===== src/rtl/assert_macros.svh =====
// Assertion macros for the door lock controller, included by door_lock_controller.sv.
`ifndef ASSERT_MACROS_SVH
`define ASSERT_MACROS_SVH

// Check on every clock edge outside reset.
`define DLC_ASSERT(label, prop, msg) \
    label: assert property (@(posedge aclk) disable iff (!aresetn) prop) else $error(msg);

// Check on every clock edge, reset included.
`define DLC_ASSERT_ALWAYS(label, prop, msg) \
    label: assert property (@(posedge aclk) prop) else $error(msg);

`endif


===== src/rtl/dlc_pkg.sv =====
// Types and constants of the door lock controller.
`timescale 1ns / 1ps

package dlc_pkg;

    localparam int TIME_W    = 24;
    localparam int ELAPSED_W = 16;
    localparam int CFG_IDX_W = 2;

    localparam logic [CFG_IDX_W-1:0] REG_WELCOME_TIME   = 2'd0;
    localparam logic [CFG_IDX_W-1:0] REG_AUTO_LOCK_TIME = 2'd1;

    typedef enum logic [1:0] {
        CMD_LOCK   = 2'd0,
        CMD_UNLOCK = 2'd1,
        CMD_TICK   = 2'd2,
        CMD_RESET  = 2'd3
    } cmd_t;

    typedef enum logic [1:0] {
        ST_LOCKED   = 2'd0,
        ST_UNLOCKED = 2'd1,
        ST_WELCOME  = 2'd2
    } lock_state_t;

    typedef struct packed {
        lock_state_t         lock_state;
        logic                welcome_running;
        logic [TIME_W-1:0]   welcome_left;
        logic                autolock_running;
        logic [TIME_W-1:0]   autolock_left;
    } ctrl_state_t;

    typedef struct packed {
        lock_state_t door_state;
        logic        lock_lamp_on;
        logic        drl_lamp_on;
        logic        beep_lock;
        logic        beep_unlock;
        logic        lock_denied;
    } result_t;

endpackage


===== src/rtl/dlc_step.sv =====
// Next-state and result logic for one lock controller command.
`timescale 1ns / 1ps

module dlc_step import dlc_pkg::*; (
    input  ctrl_state_t          cur,
    input  cmd_t                 command,
    input  logic                 door_ajar,
    input  logic [ELAPSED_W-1:0] elapsed_ms,
    input  logic [TIME_W-1:0]    welcome_time_ms,
    input  logic [TIME_W-1:0]    auto_lock_time_ms,
    output ctrl_state_t          nxt,
    output result_t              res
);

    logic [TIME_W-1:0] dt;
    logic              welcome_hit;
    logic              autolock_hit;
    logic              beep_lock;
    logic              beep_unlock;
    logic              refused;

    assign dt = {{(TIME_W-ELAPSED_W){1'b0}}, elapsed_ms};

    always_comb begin
        nxt          = cur;
        beep_lock    = 1'b0;
        beep_unlock  = 1'b0;
        refused      = 1'b0;
        welcome_hit  = cur.welcome_running && (dt >= cur.welcome_left);
        autolock_hit = 1'b0;
        case (command)
            CMD_LOCK: begin
                if (cur.lock_state == ST_UNLOCKED || cur.lock_state == ST_WELCOME) begin
                    if (door_ajar) begin
                        refused = 1'b1;
                    end else begin
                        nxt.lock_state       = ST_LOCKED;
                        nxt.welcome_running  = 1'b0;
                        nxt.welcome_left     = '0;
                        nxt.autolock_running = 1'b0;
                        nxt.autolock_left    = '0;
                        beep_lock            = 1'b1;
                    end
                end
            end
            CMD_UNLOCK: begin
                if (cur.lock_state == ST_LOCKED) begin
                    nxt.lock_state       = ST_WELCOME;
                    nxt.welcome_running  = 1'b1;
                    nxt.welcome_left     = welcome_time_ms;
                    nxt.autolock_running = 1'b0;
                    nxt.autolock_left    = '0;
                    beep_unlock          = 1'b1;
                end
            end
            CMD_TICK: begin
                // Welcome countdown first; its expiry arms the auto-lock countdown.
                if (welcome_hit) begin
                    nxt.welcome_running = 1'b0;
                    nxt.welcome_left    = '0;
                    if (cur.lock_state == ST_WELCOME) begin
                        nxt.lock_state = ST_UNLOCKED;
                    end
                    nxt.autolock_running = 1'b1;
                    nxt.autolock_left    = auto_lock_time_ms;
                end else if (cur.welcome_running) begin
                    nxt.welcome_left = cur.welcome_left - dt;
                end
                // Same elapsed time applies to the (possibly fresh) auto-lock countdown.
                autolock_hit = nxt.autolock_running && (dt >= nxt.autolock_left);
                if (autolock_hit) begin
                    if (nxt.lock_state == ST_UNLOCKED && !door_ajar) begin
                        nxt.lock_state       = ST_LOCKED;
                        nxt.autolock_running = 1'b0;
                        nxt.autolock_left    = '0;
                        beep_lock            = 1'b1;
                    end else begin
                        nxt.autolock_running = 1'b1;
                        nxt.autolock_left    = auto_lock_time_ms;
                    end
                end else if (nxt.autolock_running) begin
                    nxt.autolock_left = nxt.autolock_left - dt;
                end
            end
            default: begin
                nxt.lock_state       = ST_LOCKED;
                nxt.welcome_running  = 1'b0;
                nxt.welcome_left     = '0;
                nxt.autolock_running = 1'b0;
                nxt.autolock_left    = '0;
            end
        endcase
    end

    assign res.door_state   = nxt.lock_state;
    assign res.lock_lamp_on = (nxt.lock_state == ST_LOCKED);
    assign res.drl_lamp_on  = (nxt.lock_state == ST_WELCOME);
    assign res.beep_lock    = beep_lock;
    assign res.beep_unlock  = beep_unlock;
    assign res.lock_denied  = refused;

endmodule


===== src/rtl/door_lock_controller.sv =====
// Door lock controller top level: input register, state, result register, config.
// Each item is held in the input register, then in the result register, before it shows on the m_ side.
// Throughput: 1 item per cycle unless m_ready stalls; the state update is one compare/subtract pass per timer.
// A new transfer is taken while a finished result still waits for m_ready.
// Reset (aresetn, synchronous, active low): locked, timers stopped, time registers 0.
`timescale 1ns / 1ps
`include "assert_macros.svh"

module door_lock_controller import dlc_pkg::*; (
    input  logic                 aclk,
    input  logic                 aresetn,
    // configuration write port
    input  logic                 cfg_we,
    input  logic [CFG_IDX_W-1:0] cfg_addr,
    input  logic [TIME_W-1:0]    cfg_wdata,
    // command channel
    input  logic                 s_valid,
    output logic                 s_ready,
    input  logic [1:0]           s_command,
    input  logic                 s_door_ajar,
    input  logic [ELAPSED_W-1:0] s_elapsed_ms,
    // result channel
    output logic                 m_valid,
    input  logic                 m_ready,
    output logic [1:0]           m_door_state,
    output logic                 m_lock_lamp_on,
    output logic                 m_drl_lamp_on,
    output logic                 m_beep_lock,
    output logic                 m_beep_unlock,
    output logic                 m_lock_denied
);

    // Configuration registers.
    logic [TIME_W-1:0]    welcome_time_reg;
    logic [TIME_W-1:0]    auto_lock_time_reg;

    // Input register stage.
    logic                 in_valid_reg;
    cmd_t                 command_reg;
    logic                 door_ajar_reg;
    logic [ELAPSED_W-1:0] elapsed_reg;

    // Controller state and its next value.
    ctrl_state_t          state_reg;
    ctrl_state_t          state_next;

    // Result register stage.
    logic                 out_valid_reg;
    result_t              result_reg;
    result_t              result_next;

    logic                 advance;

    // Assertion helpers.
    logic                 welcome_timer_ok;
    logic                 autolock_timer_ok;
    logic                 refused_shown;
    logic                 refused_clean;
    logic                 stages_empty;

    // The item in the input register moves on whenever the result slot is free
    // or is being emptied in this cycle.
    assign advance = in_valid_reg && (!out_valid_reg || m_ready);
    assign s_ready = !in_valid_reg || advance;

    // Write the time registers; drop writes to unknown indexes.
    always_ff @(posedge aclk) begin
        if (!aresetn) begin
            welcome_time_reg   <= '0;
            auto_lock_time_reg <= '0;
        end else if (cfg_we) begin
            case (cfg_addr)
                REG_WELCOME_TIME:   welcome_time_reg   <= cfg_wdata;
                REG_AUTO_LOCK_TIME: auto_lock_time_reg <= cfg_wdata;
                default: ;
            endcase
        end
    end

    // Capture the command on an input transfer; hold it until it advances.
    always_ff @(posedge aclk) begin
        if (!aresetn) begin
            in_valid_reg <= 1'b0;
        end else if (s_valid && s_ready) begin
            in_valid_reg <= 1'b1;
        end else if (advance) begin
            in_valid_reg <= 1'b0;
        end
    end

    always_ff @(posedge aclk) begin
        if (s_valid && s_ready) begin
            command_reg   <= cmd_t'(s_command);
            door_ajar_reg <= s_door_ajar;
            elapsed_reg   <= s_elapsed_ms;
        end
    end

    dlc_step u_step (
        .cur               (state_reg),
        .command           (command_reg),
        .door_ajar         (door_ajar_reg),
        .elapsed_ms        (elapsed_reg),
        .welcome_time_ms   (welcome_time_reg),
        .auto_lock_time_ms (auto_lock_time_reg),
        .nxt               (state_next),
        .res               (result_next)
    );

    // Commit the new state together with the result, so the next command
    // sees the state left by this one.
    always_ff @(posedge aclk) begin
        if (!aresetn) begin
            state_reg <= '0;
        end else if (advance) begin
            state_reg <= state_next;
        end
    end

    always_ff @(posedge aclk) begin
        if (!aresetn) begin
            out_valid_reg <= 1'b0;
        end else if (advance) begin
            out_valid_reg <= 1'b1;
        end else if (m_ready) begin
            out_valid_reg <= 1'b0;
        end
    end

    // Pulses live only in the result of their own item.
    always_ff @(posedge aclk) begin
        if (advance) begin
            result_reg <= result_next;
        end
    end

    assign m_valid        = out_valid_reg;
    assign m_door_state   = result_reg.door_state;
    assign m_lock_lamp_on = result_reg.lock_lamp_on;
    assign m_drl_lamp_on  = result_reg.drl_lamp_on;
    assign m_beep_lock    = result_reg.beep_lock;
    assign m_beep_unlock  = result_reg.beep_unlock;
    assign m_lock_denied  = result_reg.lock_denied;

    assign welcome_timer_ok  = (state_reg.lock_state == ST_WELCOME) ==
                               state_reg.welcome_running;
    assign autolock_timer_ok = (state_reg.lock_state == ST_UNLOCKED) ==
                               state_reg.autolock_running;
    assign refused_shown     = out_valid_reg && result_reg.lock_denied;
    assign refused_clean     = !result_reg.beep_lock && !result_reg.beep_unlock &&
                               !result_reg.lock_lamp_on;
    assign stages_empty      = !out_valid_reg && !in_valid_reg;

    // The welcome countdown runs exactly while in welcome.
    `DLC_ASSERT(a_welcome_timer, welcome_timer_ok, "welcome timer out of step with state")
    // The auto-lock countdown runs exactly while unlocked.
    `DLC_ASSERT(a_autolock_timer, autolock_timer_ok, "auto-lock timer out of step with state")
    // A refused lock leaves the door unlocked and fires no chirp.
    `DLC_ASSERT(a_refused_excl, refused_shown |-> refused_clean, "refused lock with chirp or lamp")
    // Reset empties both stages.
    `DLC_ASSERT_ALWAYS(a_reset_empty, !aresetn |=> stages_empty, "pipeline not empty after reset")

endmodule

===== config.mk =====
export PLATFORM = sky130hd
export DESIGN_NAME = door_lock_controller
export DESIGN_NICKNAME = d
export VERILOG_FILES = /design/src/rtl/dlc_pkg.sv /design/src/rtl/dlc_step.sv /design/src/rtl/door_lock_controller.sv
export VERILOG_INCLUDE_DIRS = /design/src /design/src/rtl
export SDC_FILE = /design/constraint.sdc
export NUM_CORES = 1
export LEC_CHECK = 0
export ABC_AREA = 1
export BUFFER_PORTS_ARGS = -buffer_cell sky130_fd_sc_hd__buf_2
export CELL_PAD_IN_SITES_DETAIL_PLACEMENT = 1
export CELL_PAD_IN_SITES_GLOBAL_PLACEMENT = 2
export CORE_UTILIZATION = 35
export DETAILED_ROUTE_END_ITERATION = 7
export HOLD_SLACK_MARGIN = 0.06
export PLACE_DENSITY = 0.89
export REMOVE_ABC_BUFFERS = 1
export SYNTH_ARGS = -nofsm -noshare
export SYNTH_HDL_FRONTEND = slang
export SYNTH_SLANG_ARGS = --single-unit

===== constraint.sdc =====
create_clock -name aclk -period 5.3 [get_ports aclk]
set_clock_uncertainty 0.1 [all_clocks]
set_input_delay 0.795 -clock aclk [delete_from_list [all_inputs] [get_ports aclk]]
set_output_delay 0.795 -clock aclk [all_outputs]
set_load 0.05 [all_outputs]

# --- After elaboration in Yosys (flattened, before gate mapping) ---
# Index checks and enable logic that the tools add are counted.
totals:
  reg_bits: 128
  output_inout_bits: 9
  wordCells: 85
classes:
  eq_ne: 12
  mux: 28
  order_cmp: 2
  addsub: 2
  reduce_logical: 23
ops:
  columns: ["op", "n"]
  rows:
  - ["two-way mux 52 bit", 3]
  - ["case mux 52 bit (3 select lines)", 1]
  - ["two-way mux 24 bit", 4]
  - ["two-way mux 25 bit", 3]
  - ["greater-or-equal comparator 16 x 24 -> 1 bit", 2]
  - ["subtractor 24 x 16 -> 24 bit", 2]
  - ["two-way mux 1 bit", 11]
  - ["AND reduction 5 bit", 2]
  - ["equality test 2 x 1 -> 1 bit, second input constant", 4]
  - ["zero test 2 bit", 4]
  - ["equality test 2 bit, second input constant", 3]
  - ["two-way mux 2 bit", 3]
  - ["two-way mux 3 bit", 2]
  - ["inequality test 2 x 1 -> 1 bit, second input constant", 3]
  - ["AND reduction 2 bit", 3]
  - ["logical AND 1 bit", 5]
  - ["AND reduction 4 bit", 1]
  - ["nonzero test 2 bit", 2]
  - ["zero test 1 bit", 3]
  - ["logical OR 1 bit", 3]
  - ["inequality test 3 x 2 -> 1 bit, second input constant", 1]
  - ["inequality test 2 bit, second input constant", 1]
  - ["case mux 1 bit (2 select lines)", 1]

# --- Logic depth before layout (Yosys ltp) ---
depth:
  word_depth: 10
  depth_mapped: 35
  mapped_depth_nobuf: 34

# --- Modules after synthesis ---
# From an unflattened synthesis, not the netlist that was laid out.
hier_totals:
  cells_unflattened: 1473
  hier_area_um2: 9370.2
by_module_without_submodules:
  columns: ["mod", "area_each_um2", "cells_per_inst", "instances"]
  rows:
  - ["door_lock_controller", 5356.4, 691, 1]
  - ["dlc_step", 4013.8, 782, 1]

# --- Worst setup path after synthesis ---
# Ideal clock, no wire load.
synth_timing:
  path_type: "register to register"
  from: "register elapsed_reg[0]"
  to: "register result_reg, in the netlist m_lock_lamp_on, data pin"
  path_slack_ns: 0.921
  setup_ns: 0.253
  arrival_ns: 4.026
  stages_incl_launch_ff: 33
  path_buffers: 2
  cell_sequence: "edfxtp_1 ha_1 inv_1 fa_1 nand2_1 nand2_1 nand3_2 nand2_2 nand2_2 nand2_2 nand2_2 nand2_4 buf_6 clkbuf_1 mux2i_1 ha_1 fa_1 inv_1 nand3_1 nand3_1 inv_1 o21ai_0 nand3_1 nand3_2 nand2_2 nand2_1 nor2_4 nand2_4 inv_4 nand2_1 nand3_2 nand2_2 nor2_1"
synth_lines:
  columns: ["item", "line", "source"]
  rows:
  - ["start, declared", "door_lock_controller.sv:41", "logic [ELAPSED_W-1:0] elapsed_reg;"]
  - ["start signal, assigned", "door_lock_controller.sv:95", "elapsed_reg <= s_elapsed_ms;"]
  - ["end signal, assigned", "door_lock_controller.sv:133", "result_reg <= result_next;"]
  - ["end, declared", "door_lock_controller.sv:49", "result_t result_reg;"]

==> impl_metrics.py <==
metrics = {
    "run_status": {
        "outcome": "finished, final reports clean",
    },
    "routing": {
        "ant_nets": 0,
        "drc": 0,
        "vias": 7408,
        "drtPass1Iterations": 4,
        "drt-total-wl_um": 24800,
        "first_iter_violations": 342,
        "vias_per_cell": 5.18,
        "wire_per_inst_um": 17.3,
    },
    "power": {
        "p_per_area_mw_per_mm2": 299,
        "peakVddDrop_v": 0.000199,
        "p_leak_nw": 3.68,
        "power_mw": 2.63,
    },
    "worst_setup_path": {
        "endpoint_kind": "register",
        "required_ps": 5390,
        "worstReg2RegEnd": "m_lock_lamp_on",
        "cpMostUsedCell": "nand2_2",
        "critical_path_class": "register to register",
        "crit_arrival_ps": 5000,
        "cpPeakStageDelay_ps": 440,
        "crit_start": "elapsed_reg[0]",
        "slowest_stage": "fa_1",
        "worstReg2RegStart": "elapsed_reg[0]",
        "reg2reg_depth": 32,
        "reg2reg_slack_ps": 390,
        "crit_fanout": 24,
        "startpoint_type": "register",
        "cp-endpoint": "m_lock_lamp_on",
    },
    "sta": {
        "fin_crit_sh": 0.926,
        "setup_viol": 0,
        "hold_viol_final": 0,
        "setup_tns_ps": 0,
        "relSlewSlack": 0.395,
        "rsz0062_at_grt": "no",
        "period_minus_slack_ps": 4910,
        "drv_slew": 0,
        "fmax_ghz": 0.204,
        "holdWs_ps": 355,
        "worst_slew_pin_slew_ps": 906,
    },
    "placed_design": {
        "dpl.hpwl_um": 18300,
        "io_buffer_count": 58,
        "dp_cells": 1399,
        "place_congestion": 0.885,
        "place_area_mm2": 0.00824,
    },
    "clock_tree": {
        "clk_latency_ps": 430,
        "cts_sinks": 128,
        "numCtsBuffers": 17,
        "cts_buffer_depth": 2,
        "htreeDepth": 4,
        "tritoncts": "yes",
        "post_cts_buffers": 0,
        "clk_pin_slew_ps": 60,
        "root_buffer": "clkbuf_16",
    },
    "floorplan": {
        "start_util": 0.362,
        "die_area_mm2": 0.0227,
        "die_h_um": 151,
        "io_pins": 59,
        "core_mm2": 0.0214,
        "die_w_um": 151,
        "core.rowCount": 53,
    },
    "logic_synthesis": {
        "avgSynthCellArea_um2": 7.05,
        "synth-seq-cells": 128,
        "synth_cell_types": 45,
        "ys_warn_count": 0,
        "synth_edf_count": 26,
        "syn_inst": 1096,
        "ys_seq_area_frac": 0.365,
        "synthFlopType": "dfxtp_1",
        "syn_area_mm2": 0.00772,
        "async_flop_share": 0,
    },
    "cells_and_area": {
        "fin_area_mm2": 0.00881,
        "drive_gt1_frac": 0.128,
        "largest_register_ffs": 52,
        "num_antenna_cells": 0,
        "nNetsFinal": 1230,
        "layout.cells.non_filler": 1431,
        "area_growth_pct": 14.1,
    },
    "global_routing": {
        "grt_max_degree": 54,
        "grt_pass1_wl_um": 40500,
        "overflow": 0,
        "grt_use_total": 0.235,
        "antenna_found_initial": 0,
        "grt_pass1_vias": 7691,
    },
    "worst_hold_path": {
        "hold_path_class": "register to register",
    },
    "job": {
        "maxCapViolCount": 0,
    },
}
## final cells by class
type                    count  area [um2]
clock buffers              17         425
well taps                 275         344
multi-input cells         795        4190
repair buffers             71         392
inverters                 130         490
clock inverters            15         145
fillers                  2779       12500
flip-flops and latches    128        2820
## placed cells by master (no fill, tap or decap), drive strengths merged, types with 5 or more instances in the layout
cell / count
nor2: 87
o21ai: 138
xor2: 11
o211ai: 8
xnor2: 13
clkinv: 9
nand3: 67
nand2: 261
clkbuf: 17
ha: 35
dfxtp: 102
inv: 129
edfxtp: 26
clkinvlp: 5
nand4: 9
a21oi: 134
buf: 71
o22ai: 7
## cells by family (layout without fill, tap and decap cells)
kind of cell             Yosys count  in the layout  share of synthesized area
AND/OR/NAND/NOR                  433            433                      0.243
AO/OA/AOI/OAI                    300            300                      0.209
buffers and inverters            173            233                     0.0920
flip-flops                       128            128                      0.365
adder cells (fa/ha/maj)           37             37                     0.0619
XOR/XNOR                          24             24                     0.0272
multiplexers                       1              1                    0.00130
## layer usage
metal	GRT usage	wire length, um
met2	0.394	11900
met1	0.307	11800
met4	0.0828	525
met5	0	0
met3	0.0300	603
## metrics by stage
stage	worst slack [ps]	utilization
after floorplan	760	-
after global placement	523	0.386
after detailed placement	444	0.386
after CTS	384	0.412
after global routing	0.337	0.413
final	391	0.413
## synthesized netlist by cell type (3+ instances only)
cell type  number  share of area
a21oi_1       130          0.084
a21oi_2         4         0.0045
a31oi_1         4         0.0032
buf_4           3         0.0029
buf_6           6         0.0087
clkbuf_1       30          0.015
dfxtp_1       102           0.26
edfxtp_1       26           0.10
ha_1           35          0.057
inv_1         122          0.059
inv_2           5         0.0024
nand2_1       243           0.12
nand2_2        15          0.012
nand2_4         3         0.0044
nand3_1        61          0.040
nand3_2         6         0.0078
nand4_1         9         0.0073
nor2_1         81          0.039
nor2_2          3         0.0024
nor3_1          4         0.0026
o211ai_2        7          0.011
o21ai_0       122          0.079
o21ai_1        16          0.010
o21bai_1        3         0.0029
o22ai_1         7         0.0057
xnor2_1        13          0.015
xor2_1         11          0.012
## critical path: cells and delay by family, from the launching register on
family | cells | cell delay [ps]
adder cells (fa/ha/maj) | 3 | 990
flip-flops | 1 | 370
AO/OA/AOI/OAI | 2 | 430
buffers and inverters | 6 | 580
AND/OR/NAND/NOR | 21 | 2170
## worst min-delay path by stage
stage | start | end | cells after the start
floorplan | welcome_time_reg[17] | welcome_time_reg[17] | 2
global placement | welcome_time_reg[12] | welcome_time_reg[12] | 2
detailed placement | welcome_time_reg[12] | welcome_time_reg[12] | 2
CTS | welcome_time_reg[12] | welcome_time_reg[12] | 2
global route | welcome_time_reg[20] | welcome_time_reg[20] | 2
finish | welcome_time_reg[12] | welcome_time_reg[12] | 2
## repair_timing
action	CTS	global route
hold buffers	0	0
endpoints found under the setup margin	0	2
hold endpoints to repair	0	0
gates resized for setup	0	2
## power by group
part,switching (mW),internal (mW)
sequential,0.0191,1.03
clock,0.472,0.686
combinational,0.293,0.129
Note: power is estimated with default switching activity, not from simulation.
